[config.mk]
export PLATFORM = sky130hd
export DESIGN_NAME = rlfe_front
export DESIGN_NICKNAME = d
export VERILOG_FILES = /design/src/rtl/core/rlfe_pkg.sv /design/src/rtl/core/rlfe_front.sv
export SDC_FILE = /design/constraint.sdc
export NUM_CORES = 1
export LEC_CHECK = 0
export ABC_AREA = 1
export BUFFER_PORTS_ARGS = -buffer_cell sky130_fd_sc_hd__buf_2
export CORE_MARGIN = 2
export CORE_UTILIZATION = 50
export CTS_CLUSTER_DIAMETER = 50
export CTS_CLUSTER_SIZE = 30
export DETAILED_ROUTE_END_ITERATION = 8
export PLACE_DENSITY = 0.87
export SLEW_MARGIN = 20
export SYNTH_ARGS = -nofsm -noshare
export SYNTH_HDL_FRONTEND = slang
export SYNTH_SLANG_ARGS = --single-unit
[constraint.sdc]
create_clock -name i_clk -period 4.06 [get_ports i_clk]
set_clock_uncertainty 0.05 [all_clocks]
set_input_delay 0.406 -clock i_clk [delete_from_list [all_inputs] [get_ports i_clk]]
set_output_delay 0.406 -clock i_clk [all_outputs]
set_load 0.005 [all_outputs]
[src/rtl/core/rlfe_pkg.sv]
// ----------------------------------------------------------------------------
// rlfe_pkg
// shared types and constants of the rectangle and line fill engine
// ----------------------------------------------------------------------------
package rlfe_pkg;

    localparam int unsigned FrameWidth  = 64;
    localparam int unsigned FrameHeight = 64;
    localparam logic [31:0] BlendMaskReset = 32'hFEFE_FEFE;

    typedef enum logic [2:0] {
        MODE_PIXEL   = 3'd0,
        MODE_HLINE   = 3'd1,
        MODE_VLINE   = 3'd2,
        MODE_OUTLINE = 3'd3,
        MODE_SHADE   = 3'd4,
        MODE_MESH    = 3'd5,
        MODE_FILL    = 3'd6,
        MODE_READ    = 3'd7
    } t_mode;

    localparam logic [0:0] REG_SHADE = 1'b0;
    localparam logic [0:0] REG_MASK  = 1'b1;

    typedef struct packed {
        logic [2:0]         mode;
        logic signed [7:0]  x;
        logic signed [7:0]  y;
        logic signed [7:0]  x_end;
        logic signed [7:0]  y_end;
        logic signed [7:0]  length;
        logic [31:0]        color;
    } t_cmd_in;

    typedef struct packed {
        logic [31:0] pixel_value;
        logic        clipped;
    } t_result;

    // one walk over a rectangle of pixels, queued between front and back
    typedef struct packed {
        logic               shade;
        logic               rd;
        logic               mesh;
        logic               last;
        logic signed [9:0]  x0;
        logic signed [9:0]  y0;
        logic [8:0]         nx;
        logic [8:0]         ny;
        logic [31:0]        color;
    } t_span;

endpackage

[src/rtl/core/rlfe_front.sv]
// ----------------------------------------------------------------------------
// rlfe_front
// accepts commands and splits them into rectangle spans
// ----------------------------------------------------------------------------
module rlfe_front (
    input  logic             i_clk,
    input  logic             i_rst_n,
    input  logic             i_push,
    output logic             o_full,
    input  rlfe_pkg::t_cmd_in i_cmd,
    output logic             o_span_valid,
    output rlfe_pkg::t_span  o_span,
    input  logic             i_span_ready
);

    rlfe_pkg::t_cmd_in r_cmd, n_cmd;
    logic              r_busy, n_busy;
    logic [1:0]        r_part, n_part;

    logic signed [9:0] x, y, x2, y2, len, dx, dy, adx, ady;
    logic signed [9:0] hx, vy;
    logic [8:0]        hl, vl;
    rlfe_pkg::t_span   s;

    always_comb begin
        x   = 10'(r_cmd.x);
        y   = 10'(r_cmd.y);
        x2  = 10'(r_cmd.x_end);
        y2  = 10'(r_cmd.y_end);
        len = 10'(r_cmd.length);
        dx  = x2 - x;
        dy  = y2 - y;
        adx = dx[9] ? -dx : dx;
        ady = dy[9] ? -dy : dy;
        hx  = dx[9] ? x + dx : x;
        hl  = adx[8:0];
        vy  = dy[9] ? y + dy : y;
        vl  = ady[8:0];
        s = '0;
        s.color = r_cmd.color;
        s.last  = 1'b1;
        s.x0 = x;
        s.y0 = y;
        s.nx = 9'd1;
        s.ny = 9'd1;
        case (r_cmd.mode)
            rlfe_pkg::MODE_PIXEL: ;
            rlfe_pkg::MODE_HLINE: begin
                s.x0 = len[9] ? x + len : x;
                s.nx = len[9] ? 9'(-len) : len[8:0];
            end
            rlfe_pkg::MODE_VLINE: begin
                s.y0 = len[9] ? y + len : y;
                s.ny = len[9] ? 9'(-len) : len[8:0];
            end
            rlfe_pkg::MODE_OUTLINE: begin
                s.last = (r_part == 2'd3);
                case (r_part)
                    2'd0: begin s.x0 = hx; s.nx = hl; end
                    2'd1: begin s.x0 = hx; s.y0 = y2; s.nx = hl; end
                    2'd2: begin s.y0 = vy; s.ny = vl; end
                    default: begin s.x0 = x2; s.y0 = vy; s.ny = vl; end
                endcase
            end
            rlfe_pkg::MODE_SHADE: begin
                s.shade = 1'b1;
                s.nx = adx[8:0] + 9'd1;
                s.ny = ady[8:0] + 9'd1;
            end
            rlfe_pkg::MODE_MESH: begin
                s.mesh = 1'b1;
                s.nx = adx[8:0] + 9'd1;
                s.ny = ady[8:0] + 9'd1;
            end
            rlfe_pkg::MODE_FILL: begin
                s.nx = adx[8:0];
                s.ny = ady[8:0];
            end
            default: s.rd = 1'b1;
        endcase
    end

    assign o_span       = s;
    assign o_span_valid = r_busy;
    assign o_full       = r_busy;

    always_comb begin
        n_cmd  = r_cmd;
        n_busy = r_busy;
        n_part = r_part;
        if (r_busy && i_span_ready) begin
            n_part = r_part + 2'd1;
            if (s.last) begin
                n_busy = 1'b0;
                n_part = 2'd0;
            end
        end
        if (i_push && !r_busy) begin
            n_cmd  = i_cmd;
            n_busy = 1'b1;
            n_part = 2'd0;
        end
    end

    always_ff @(posedge i_clk) begin
        r_cmd <= n_cmd;
        if (!i_rst_n) begin
            r_busy <= 1'b0;
            r_part <= 2'd0;
        end else begin
            r_busy <= n_busy;
            r_part <= n_part;
        end
    end

endmodule

==> results.cfg <==
[worst_hold_path]
hold_path_end = r_cmd[44]
worstHoldPathCells = 1
hp-class = in -> reg
hp-start = i_cmd[44]

[finish]
fillers = 1240
final-instance-count-excl-fill = 1289
syn_to_final_growth_pct = 17.7
nets = 1245
multi_input_comb_area_mm2 = 0.00414
seq_area_mm2 = 0.00231
layout-drive-gt1-share_pct = 23.6
fin_area_mm2 = 0.00843

[detailed_routing]
post-route-drc-count = 0
ant_nets = 0
via_count = 7079
wire_per_inst_um = 15.4
drt_first_pass_iters = 5
totalWireLength_um = 19800
drt-initial-drc-count = 714
via_per_inst = 5.49

[pwr]
p_per_area_mw_per_mm2 = 349
finalPower_mw = 2.95
ir_drop_mv = 0.270
clock_power_share_pct = 26.4
p_sw_mw = 1.08
p_int_mw = 1.87
switching_share_pct = 36.6
p_leak_nw = 4.13
seq_power_share_pct = 33.5
combPwrFrac_pct = 40.1

[critical_path]
required_ns = 3.60
crit_arrival_ns = 3.40
r2r-end = o_span[27]
r2r_start = o_full
path_max_fanout = 4
worstSetupEndpointType = primary output
r2r_setup_slack_ns = 2.15
crit_type = reg -> out
crit_path_start_kind = register
worstRegToRegCells = 2

[yosys]
seq_area_frac_synth_pct = 32.3
async_reset_ff_share_pct = 0
syn-num-nets = 1100
post_synth_num_cell_types = 53
syn-cell-area_mm2 = 0.00716
synth_warnings = 0
synth-edff-count = 75
synth_area_per_cell_um2 = 7.48
synth_flop_cell = edfxtp_1
netlist_instances = 958
ys_seq_elements = 78

[sta]
hold_viol = 0
finalSetupViolations = 0
finalMaxSlewViolations = 0
clock.fmax_mhz = 259
slew_headroom_pct = 42.3
worst_pin_slew_ns = 0.863
min_period_ns = 3.86
fin_tns_setup_ns = 0
hold-worst-slack_ns = 0.192
post-route-period-util_pct = 95.0

[clock_network]
holdBufCountCts = 0
cts_max_path_buffers = 2
cts.sinks = 78
cts_made_buffers = 9
cts_tree = built
clk_pin_slew_ns = 0.06
h-tree-depth = 3
clk_latency_ns = 0.34
root_buffer = clkbuf_16

[placement]
place_area_mm2 = 0.00789
place.gp.congestion = 1.02
dp_hpwl_um = 15700
port-buffer-count = 154
placedCellCount = 1251

[global_route]
grt_max_degree = 33
antenna_found_initial = 1
grt_usage_pct = 25.9
grt.overflow.total = 0
grt_pass1_vias = 6354
grt_pass1_wl_um = 31000

[outcome]
outcome = finished, final reports clean

[floorplan]
dieArea_mm2 = 0.0153
die_w_um = 124
start_util_pct = 51.4
die_h_um = 124
ioPinCount = 155
fp-row-count = 43
core_area_mm2 = 0.0139

[flow_run]
drv_cap = 0
-- cell families (layout without fill, tap and decap cells) --
| logic type | count (synthesis) | after routing | share of synthesized area (%) |
|---|---|---|---|
| AO/OA/AOI/OAI | 161 | 161 | 13.6 |
| XOR/XNOR | 19 | 19 | 2.32 |
| adder cells (fa/ha/maj) | 63 | 63 | 11.6 |
| buffers and inverters | 176 | 326 | 11.4 |
| flip-flops | 78 | 78 | 32.3 |
| other | 0 | 1 | 0 |
| AND/OR/NAND/NOR | 461 | 461 | 28.8 |
-- worst max-delay path, stage by stage (launching register included) --
cell      delay (ns)
edfxtp_1        0.41
inv_1           0.08
ha_1            0.18
inv_2           0.07
fa_2            0.37
nand2_1         0.13
nand2_2         0.10
nand4_1         0.10
nand2_1         0.06
nand2_1         0.05
nand2_1         0.08
inv_1           0.14
ha_4            0.23
nand2_1         0.08
inv_1           0.04
nand4_1         0.07
o211ai_1        0.12
xor2_1          0.17
o21ai_0         0.17
nand2_1         0.07
nand2_1         0.06
nand3b_1        0.12
buf_2           0.16
-- power by group through the flow --
| stage | sequential, mW | clock, mW | combinational, mW |
|---|---|---|---|
| 2_1_floorplan | 0.988 | 0 | 0.840 |
| 3_3_place_gp | 1.00 | 0 | 1.08 |
| 3_5_place_dp | 1.00 | 0 | 1.10 |
| 4_1_cts | 0.988 | 0.794 | 1.11 |
| 5_1_grt | 0.991 | 0.817 | 1.33 |
| 6_report | 0.988 | 0.778 | 1.18 |
-- worst max-delay path by stage --
stage	end	from	slack (ns)
after detailed placement	o_span[59]	r_cmd[40]	0.44
final	o_span[67]	r_cmd[48]	0.20
after global placement	o_span[67]	r_cmd[48]	0.55
after CTS	o_span[59]	r_cmd[40]	0.07
after floorplan	o_span[59]	r_cmd[40]	0.88
after global routing	o_span[58]	r_cmd[58]	-0.002
-- stage by stage --
stage | setup WS, ns | util [%]
floorplan | 0.884 | -
global placement | 0.550 | 56.6
detailed placement | 0.442 | 56.6
CTS | 0.0683 | 58.7
global route | -0.00219 | 60.5
finish | 0.204 | 60.5
-- registers in the layout, indices dropped and copies added, names as in the netlist --
| signal | cells |
|---|---|
| o_span | 32 |
| len | 8 |
| r_cmd | 35 |
| o_full | 1 |
| r_part | 2 |
-- Yosys cell counts, types with 13 or more instances --
library cell | number | area share [%]
a21oi_1 | 63 | 4.4
edfxtp_1 | 75 | 31
ha_1 | 57 | 10
o21ai_0 | 38 | 2.7
nand2_1 | 256 | 13
nor2_1 | 57 | 3.0
xor2_1 | 13 | 1.6
nand4_1 | 13 | 1.1
buf_4 | 34 | 3.6
o211ai_1 | 21 | 2.2
inv_1 | 125 | 6.6
nand3_1 | 85 | 5.9
-- per-layer routing --
metal	GRT usage [%]	vias up	part of all wire (%)
met5	0	-	0
met4	11.4	0	2.8
met3	3.75	40	8.7
met2	40.3	325	45
met1	35.8	3219	43
li1	-	3495	-
-- layout make-up --
type                            count  area share [%]
Antenna cell                        1          0.0297
Clock buffer                       10            2.72
Clock inverter                      6           0.727
Inverter                          129            5.77
Multi-Input combinational cell    704            49.1
Sequential cell                    78            27.4
Tap cell                          180            2.67
Timing Repair Buffer              181            11.5
-- repair_timing --
action                     CTS  global route
setup buffers                0            21
gates resized for setup      0            23
setup endpoints to repair    0            15
-- cell usage in the layout, fill, tap and decap left out, types with 4 or more instances in the layout --
cell         n
a21oi_1     60
a21oi_2      6
a22oi_1      5
buf_2      154
buf_4       27
clkbuf_16    9
edfxtp_1    75
fa_1         4
ha_1        50
ha_4         4
inv_1      122
inv_2        5
nand2_1    255
nand2_2     12
nand3_1     84
nand3_2      9
nand3b_1     6
nand4_1     13
nor2_1      55
nor2_2       6
nor3_1       7
o211ai_1    21
o21ai_0     37
o21ai_1      4
o221ai_1     5
or2_2        4
xnor2_1      6
xor2_1      13
No activity file was read; power rests on OpenSTA's default activity.
