File: src/rtl/core/rlfe_pkg.sv
// ----------------------------------------------------------------------------
// rlfe_pkg
// shared types and constants of the rectangle and line fill engine
// ----------------------------------------------------------------------------
package rlfe_pkg;

    localparam int unsigned FrameWidth  = 64;
    localparam int unsigned FrameHeight = 64;
    localparam logic [31:0] BlendMaskReset = 32'hFEFE_FEFE;

    typedef enum logic [2:0] {
        MODE_PIXEL   = 3'd0,
        MODE_HLINE   = 3'd1,
        MODE_VLINE   = 3'd2,
        MODE_OUTLINE = 3'd3,
        MODE_SHADE   = 3'd4,
        MODE_MESH    = 3'd5,
        MODE_FILL    = 3'd6,
        MODE_READ    = 3'd7
    } t_mode;

    localparam logic [0:0] REG_SHADE = 1'b0;
    localparam logic [0:0] REG_MASK  = 1'b1;

    typedef struct packed {
        logic [2:0]         mode;
        logic signed [7:0]  x;
        logic signed [7:0]  y;
        logic signed [7:0]  x_end;
        logic signed [7:0]  y_end;
        logic signed [7:0]  length;
        logic [31:0]        color;
    } t_cmd_in;

    typedef struct packed {
        logic [31:0] pixel_value;
        logic        clipped;
    } t_result;

    // one walk over a rectangle of pixels, queued between front and back
    typedef struct packed {
        logic               shade;
        logic               rd;
        logic               mesh;
        logic               last;
        logic signed [9:0]  x0;
        logic signed [9:0]  y0;
        logic [8:0]         nx;
        logic [8:0]         ny;
        logic [31:0]        color;
    } t_span;

endpackage

File: src/rtl/core/rlfe_queue.sv
// ----------------------------------------------------------------------------
// rlfe_queue
// two-entry span queue between front and back
// ----------------------------------------------------------------------------
module rlfe_queue (
    input  logic            i_clk,
    input  logic            i_rst_n,
    input  logic            i_wr,
    input  rlfe_pkg::t_span i_data,
    output logic            o_ready,
    output logic            o_valid,
    output rlfe_pkg::t_span o_data,
    input  logic            i_rd
);

    rlfe_pkg::t_span r_mem [2];
    logic            r_wp, r_rp;
    logic [1:0]      r_cnt;
    logic            wr, rd;

    assign o_ready = (r_cnt != 2'd2);
    assign o_valid = (r_cnt != 2'd0);
    assign o_data  = r_mem[r_rp];
    assign wr = i_wr && o_ready;
    assign rd = i_rd && o_valid;

    always_ff @(posedge i_clk) begin
        if (wr) begin
            r_mem[r_wp] <= i_data;
        end
        if (!i_rst_n) begin
            r_wp  <= 1'b0;
            r_rp  <= 1'b0;
            r_cnt <= 2'd0;
        end else begin
            if (wr) r_wp <= ~r_wp;
            if (rd) r_rp <= ~r_rp;
            r_cnt <= r_cnt + {1'b0, wr} - {1'b0, rd};
        end
    end

endmodule

File: config.mk
export PLATFORM = sky130hd
export DESIGN_NAME = rlfe_queue
export DESIGN_NICKNAME = d
export VERILOG_FILES = /design/src/rtl/core/rlfe_pkg.sv /design/src/rtl/core/rlfe_queue.sv
export SDC_FILE = /design/constraint.sdc
export NUM_CORES = 1
export LEC_CHECK = 0
export BUFFER_PORTS_ARGS = -buffer_cell sky130_fd_sc_hd__clkbuf_2
export CORE_MARGIN = 5
export CORE_UTILIZATION = 47
export DETAILED_ROUTE_END_ITERATION = 16
export HOLD_SLACK_MARGIN = 0.15
export PLACE_DENSITY = 0.75
export SKIP_CTS_REPAIR_TIMING = 1
export SLEW_MARGIN = 20
export SYNTH_ARGS = -nofsm -noshare
export SYNTH_HDL_FRONTEND = slang
export SYNTH_SLANG_ARGS = --single-unit
File: constraint.sdc
create_clock -name i_clk -period 5 [get_ports i_clk]
set_clock_uncertainty 0.05 [all_clocks]
set_input_delay 1.25 -clock i_clk [delete_from_list [all_inputs] [get_ports i_clk]]
set_output_delay 1.25 -clock i_clk [all_outputs]
set_load 0.03 [all_outputs]
==> results_dict.tcl, run 1 <==
set metrics [dict create \
    intPower_uw 2870 \
    rows 40 \
    hp-class "flip-flop to flip-flop" \
    p_sw_uw 1230 \
    numPortBuffers 153 \
    syn_avg_cell_area_sq_um 22.9 \
    slew_headroom_pct 32.2 \
    end_kind "output port" \
    drv_slew 0 \
    yosys_warnings 0 \
    drive_gt1_share_pct 59.2 \
    setup-tns-final_ps 0 \
    first_pass_iters 4 \
    max-vdd-ir-drop_uv 285 \
    pwr-share-seq_pct 41.8 \
    path_class "flip-flop to output port" \
    start_util_pct 48.3 \
    sw_frac_of_total_pct 30.0 \
    via_per_inst 4.71 \
    hold_viol 0 \
    p_leak_uw 0.00290 \
    grt.overflow.total 0 \
    rsz0062_at_grt "no" \
    timing.final.crit_share_pct 69.6 \
    synth_fp_nets 334 \
    routedWlPerCell_um 16.7 \
    setup_viol 0 \
    cp.arrival_ps 2180 \
    min_from "r_wp$_SDFFE_PN0N_" \
    cp-start-kind "flip-flop" \
    dr_total_vias 2836 \
    layout.nets 501 \
    grt_max_degree 75 \
    seq_area_frac_synth_pct 78.1 \
    grt_pass1_vias 3115 \
    hold-worst-slack_ps 484 \
    cts_tree "done" \
    fin_crit_ps 3480 \
    max_freq_ghz 0.287 \
    hpwl_um 6720 \
    cp_max_fo 36 \
    status "completed" \
    cellPowerDensity_nw_per_um2 558 \
    htreeDepth 4 \
    n_fill_cell 873 \
    numClockSinks 153 \
    crit_required_ps 3700 \
    dieArea_sq_um 14700 \
    ant_nets 0 \
    syn2layout_area_growth_pct 26.1 \
    cts_buffer_depth 2 \
    r2r-start "r_cnt[0]$_SDFF_PN0_" \
    cap_violations 0 \
    seq_area_sq_um 4550 \
    drt_wl_total_um 10100 \
    numCtsBuffers 17 \
    clockPowerShare_pct 30.0 \
    multi_input_area_sq_um 1200 \
    r2r-end "r_mem[0][0]$_DFFE_PP_" \
    ys_ff_latch 153 \
    io_pins 154 \
    worstMarginPinSlew_ps 1020 \
    root_buffer "clkbuf_16" \
    netlist_area_sq_um 5820 \
    antenna_found_initial 0 \
    combPwrFrac_pct 28.3 \
    hold_end "r_wp$_SDFFE_PN0N_" \
    core_sq_um 12100 \
    insertion_delay_ps 410 \
    die_w_um 121 \
    drt_iter0_markers 147 \
    rrSetupSlack_ps 2820 \
    die_height_um 121 \
    syn-instance-count 254 \
    grt_use_total_pct 14.1 \
    diodes 0 \
    path_clk_slew_ps 60 \
    holdPathStages 2 \
    gp_congestion 0.707 \
    reg2reg_depth 4 \
    drc 0 \
    ys_types 18 \
    grt_pass1_wl_um 15600 \
]
==> sequential cells by signal, summed over array words and instances (netlist names), named ones only <==
name   count
r_mem    148
r_cnt      2
r_wp       1
r_rp       1
==> synthesized netlist by cell type <==
master	instances	share of area (%)
mux2_4	60	15
nor2b_1	2	0.21
nand2_1	2	0.13
nand2b_1	2	0.21
inv_1	1	0.064
mux2i_1	1	0.17
dfxtp_1	5	1.7
o21a_1	1	0.13
buf_2	1	0.086
xnor2_1	3	0.45
edfxtp_1	148	76
and2_1	2	0.21
mux2_2	14	2.7
nor2_1	1	0.064
and3_1	1	0.11
ha_1	2	0.43
or2_2	1	0.11
buf_6	7	1.4
==> critical path: stages, from the launching register on <==
cell and delay (ps):
dfxtp_4 750, buf_4 470, mux2_4 340, clkbuf_2 190
==> final cells by class <==
cell class | count | area share [%]
Tap cell | 168 | 2.86
Sequential cell | 153 | 62.0
Clock inverter | 2 | 0.818
Multi-Input combinational cell | 92 | 16.4
Clock buffer | 30 | 7.01
Timing Repair Buffer | 156 | 10.9
Inverter | 1 | 0.0512
==> through the flow <==
| step | instances | setup WS [ps] | area [sq um] | utilization, % | power (uW) |
|---|---|---|---|---|---|
| final | 602 | 1520 | 7340 | 60.8 | 4090 |
| after global routing | 602 | 1410 | 7340 | 60.8 | 4270 |
| after CTS | 602 | 1460 | 7340 | 60.8 | 4140 |
| after detailed placement | 570 | 1910 | 6760 | 56.1 | 2910 |
| after global placement | 570 | 1930 | 6760 | 56.1 | 2890 |
| after floorplan | 254 | 1240 | 5820 | - | 2630 |
==> cell usage in the layout, fill, tap and decap left out <==
master     Yosys  routed
clkbuf_2       0     153
edfxtp_1     148     148
mux2_4        60      60
clkbuf_16      0      17
mux2_2        14      14
clkbuf_1       0       9
clkbuf_8       0       4
dfxtp_1        5       4
xnor2_1        3       3
nand2b_1       2       2
nand2_1        2       2
nor2b_1        2       2
and2_1         2       2
ha_1           2       2
bufinv_16      0       2
buf_4          0       2
o21a_1         1       1
or2_2          1       1
inv_1          1       1
and3_4         0       1
nor2_4         0       1
mux2i_1        1       1
dfxtp_4        0       1
buf_12         0       1
==> routing by layer <==
| metal | track usage [%] | part of all wire, % | wire length (um) | vias to the layer above |
|---|---|---|---|---|
| li1 | - | - | - | 1336 |
| met1 | 16.7 | 40 | 4060 | 1369 |
| met2 | 21.8 | 48 | 4850 | 114 |
| met3 | 6.39 | 9.3 | 938 | 17 |
| met4 | 7.07 | 2.2 | 225 | 0 |
| met5 | 0 | 0 | 0 | - |
==> power groups by stage <==
stage / Sequential (uW) / Combinational (uW) / Clock (uW)
after global routing: 1730 / 1220 / 1320
after detailed placement: 1740 / 1170 / 0
after floorplan: 1680 / 951 / 0
after CTS: 1710 / 1180 / 1250
after global placement: 1730 / 1160 / 0
final: 1710 / 1160 / 1230
==> how the worst max path moves through the flow <==
stage / slack [ps] / cells after the start / end
after floorplan: 1240 / 2 / r_mem[0][0]$_DFFE_PP_
final: 1520 / 3 / o_data[19]
after detailed placement: 1910 / 3 / o_data[19]
after CTS: 1460 / 3 / o_data[19]
after global placement: 1930 / 3 / o_data[19]
after global routing: 1410 / 3 / o_data[19]
==> cells by family (layout without fill, tap and decap cells) <==
logic type               count (synthesis)  count (layout)  synth area share [%]
multiplexers                            75              75                  18.4
XOR/XNOR                                 3               3                 0.452
flip-flops                             153             153                  78.1
buffers and inverters                    9             189                  1.50
AO/OA/AOI/OAI                            1               1                 0.129
adder cells (fa/ha/maj)                  2               2                 0.430
AND/OR/NAND/NOR                         11              11                  1.05
Power figures use the tool's default switching activity.
==> inputs of run 2 (changes only) <==
--- a/config.mk
+++ b/config.mk
@@ -5,9 +5,10 @@
 export SDC_FILE = /design/constraint.sdc
 export NUM_CORES = 1
 export LEC_CHECK = 0
+export ABC_AREA = 1
 export BUFFER_PORTS_ARGS = -buffer_cell sky130_fd_sc_hd__clkbuf_2
 export CORE_MARGIN = 5
-export CORE_UTILIZATION = 47
+export CORE_UTILIZATION = 49
 export DETAILED_ROUTE_END_ITERATION = 16
 export HOLD_SLACK_MARGIN = 0.15
 export PLACE_DENSITY = 0.75
==> constraint.sdc (replaced) <==
create_clock -name i_clk -period 3.4 [get_ports i_clk]
set_clock_uncertainty 0.05 [all_clocks]
set_input_delay 0.85 -clock i_clk [delete_from_list [all_inputs] [get_ports i_clk]]
set_output_delay 0.85 -clock i_clk [all_outputs]
set_load 0.03 [all_outputs]
==> run 2 against run 1 <==
  * Count of clock-buffer cells in the layout decreased by 9
  * Wire length fell by 0.16%
  * Cell area is 0.15% higher
  * Critical path type unchanged
  * Largest power group unchanged
  * Highest routed layer unchanged
==> results_dict.tcl, run 2 <==
set metrics [dict create \
    synth_common_cells "148 x edfxtp_1, 60 x mux2_4, 14 x mux2_2, 9 x nand2_1, 8 x nor2_1" \
    synth_ff_type "edfxtp_1" \
    htreeDepth 4 \
    largest_reg_flops 148 \
    dieArea_sq_um 14200 \
    combPwrFrac_pct 28.6 \
    core_sq_um 11500 \
    path_clk_slew_ps 50 \
    status "completed" \
    synth_top_area_cell "edfxtp_1" \
    antenna_found_initial 0 \
    intPower_uw 4200 \
    seq_area_frac_synth_pct 78.0 \
    syn_avg_cell_area_sq_um 21.9 \
    grt.overflow.total 0 \
    ys_async_sr_fraction_pct 0 \
    r2r-end "r_mem[1][32]$_DFFE_PP_" \
    grt_pass1_vias 3100 \
    hold_viol 0 \
    netlist_area_sq_um 5830 \
    drt_wl_total_um 10100 \
    pwr-share-seq_pct 41.6 \
    grt_max_degree 75 \
    path_class "flip-flop to output port" \
    drt_iter0_markers 162 \
    drv_slew 0 \
    syn2layout_area_growth_pct 26.1 \
    critPathMaxStageDelay_ps 660 \
    insertion_delay_ps 410 \
    slowest_stage "dfxtp_4" \
    r2r-start "r_cnt[1]$_SDFF_PN0_" \
    hpwl_um 6830 \
    dpl_cell_area_sq_um 6780 \
    cp_max_fo 27 \
    worstMarginPinSlew_ps 639 \
    reg2reg_depth 4 \
    rrSetupSlack_ps 1480 \
    yosys_warnings 0 \
    gp_congestion 0.709 \
    numPortBuffers 153 \
    numClockSinks 153 \
    syn-instance-count 266 \
    start_util_pct 50.6 \
    cts_tree "done" \
    dr_total_vias 2931 \
    drive_gt1_share_pct 57.7 \
    diodes 0 \
    synth_fp_nets 346 \
    root_buffer "clkbuf_16" \
    via_per_inst 4.97 \
    setup_viol 0 \
    sw_frac_of_total_pct 30.3 \
    cp-start-kind "flip-flop" \
    timing.final.crit_share_pct 82.7 \
    holdPathStages 2 \
    min_from "r_rp$_SDFFE_PN0P_" \
    p_sw_uw 1830 \
    drc 0 \
    synth_edf_count 148 \
    fin_area_sq_um 7350 \
    fin_crit_ps 2810 \
    clockPowerShare_pct 29.8 \
    cts_buffer_depth 2 \
    numCtsBuffers 17 \
    crit_required_ps 2500 \
    ys_types 12 \
    n_fill_cell 807 \
    ant_nets 0 \
    top_regs "r_mem: 148 flops, r_cnt: 2 flops" \
    grt_pass1_wl_um 15900 \
    ys_ff_latch 153 \
    slew_headroom_pct 57.4 \
    final_cell_mix "153 x clkbuf_2, 148 x edfxtp_1, 60 x mux2_4" \
    p_leak_uw 0.00295 \
    die_height_um 119 \
    crit_chain "buf_12 > mux2_2 > clkbuf_2" \
    cellPowerDensity_nw_per_um2 820 \
    routedWlPerCell_um 17.0 \
    first_pass_iters 4 \
    layout_commonest_cell "clkbuf_2" \
    hp-class "flip-flop to flip-flop" \
    end_kind "output port" \
    io_pins 154 \
    die_w_um 119 \
    grt_use_total_pct 14.7 \
    synth_area_leaders "edfxtp_1 76%, mux2_4 15%, mux2_2 2.7%" \
    max_freq_ghz 0.355 \
    cp.arrival_ps 1910 \
    layout.nets 514 \
    largest_register "r_mem" \
    setup-tns-final_ps 0 \
    synth.most_common_cell "edfxtp_1" \
    max-vdd-ir-drop_uv 476 \
    rows 39 \
    rsz0062_at_grt "no" \
    synth.top_cell.area_share_pct 76.3 \
    cap_violations 0 \
]
## run 2: power by group through the flow
stage / sequential, uW / combinational [uW] / clock [uW]
5_1_grt: 2540 / 1830 / 1930
3_5_place_dp: 2550 / 1750 / 0
3_3_place_gp: 2530 / 1730 / 0
6_report: 2510 / 1720 / 1790
2_1_floorplan: 2490 / 1360 / 0
4_1_cts: 2510 / 1750 / 1830
## run 2: layer usage
layer	up-vias	part of all wire, %	global-route usage, %
li1	1367	-	-
met1	1426	41	17.8
met4	0	1.9	6.95
met2	122	50	23.7
met3	16	7.2	5.26
met5	-	0	0
## run 2: worst max-delay path: cells and delay by family, from the launching register on
kind	cells	cell delay [ps]
DFF	1	660
muxes	1	360
buffers and inverters	2	460
## run 2: cell families (layout without fill, tap and decap cells)
group                      count (synthesis)  in the layout  synth area share, %
buffers and inverters                     15            196                 1.89
adders and majority gates                  2              2                0.429
and+or+nand+nor                           20             20                 1.35
DFF                                      153            153                 78.0
muxes                                     74             74                 18.2
AOI/OAI and AO/OA                          2              2                0.172
## run 2: worst max path at each step
stage	startpoint	endpoint	slack, ps	cells past startpoint
final	flip-flop	o_data[3]	590	3
after global routing	flip-flop	o_data[3]	490	3
after CTS	flip-flop	o_data[3]	550	3
after detailed placement	i_wr	r_mem[1][12]$_DFFE_PP_	1000	4
after global placement	i_wr	r_mem[1][12]$_DFFE_PP_	1000	4
after floorplan	i_wr	r_mem[0][0]$_DFFE_PP_	60	2
## run 2: per-stage QoR
stage / worst slack [ps] / hold WS (ps) / util [%] / total power, uW / std cells
floorplan: 61.1 / 417 / - / 3850 / 266
global placement: 1000 / 436 / 58.9 / 4260 / 558
detailed placement: 1000 / 469 / 58.9 / 4290 / 558
CTS: 551 / 482 / 63.8 / 6100 / 590
global route: 494 / 512 / 63.8 / 6300 / 590
finish: 587 / 466 / 63.8 / 6030 / 590
## run 2: area by class of cell
| type | count | area [sq um] | area share [%] |
|---|---|---|---|
| timing repair buffer | 157 | 846 | 11.5 |
| inverter | 7 | 27.5 | 0.375 |
| clock buffer | 21 | 440 | 5.99 |
| multi-input combinational | 98 | 1180 | 16.1 |
| tap | 143 | 179 | 2.43 |
| clock inverter | 11 | 129 | 1.75 |
| sequential | 153 | 4550 | 61.9 |
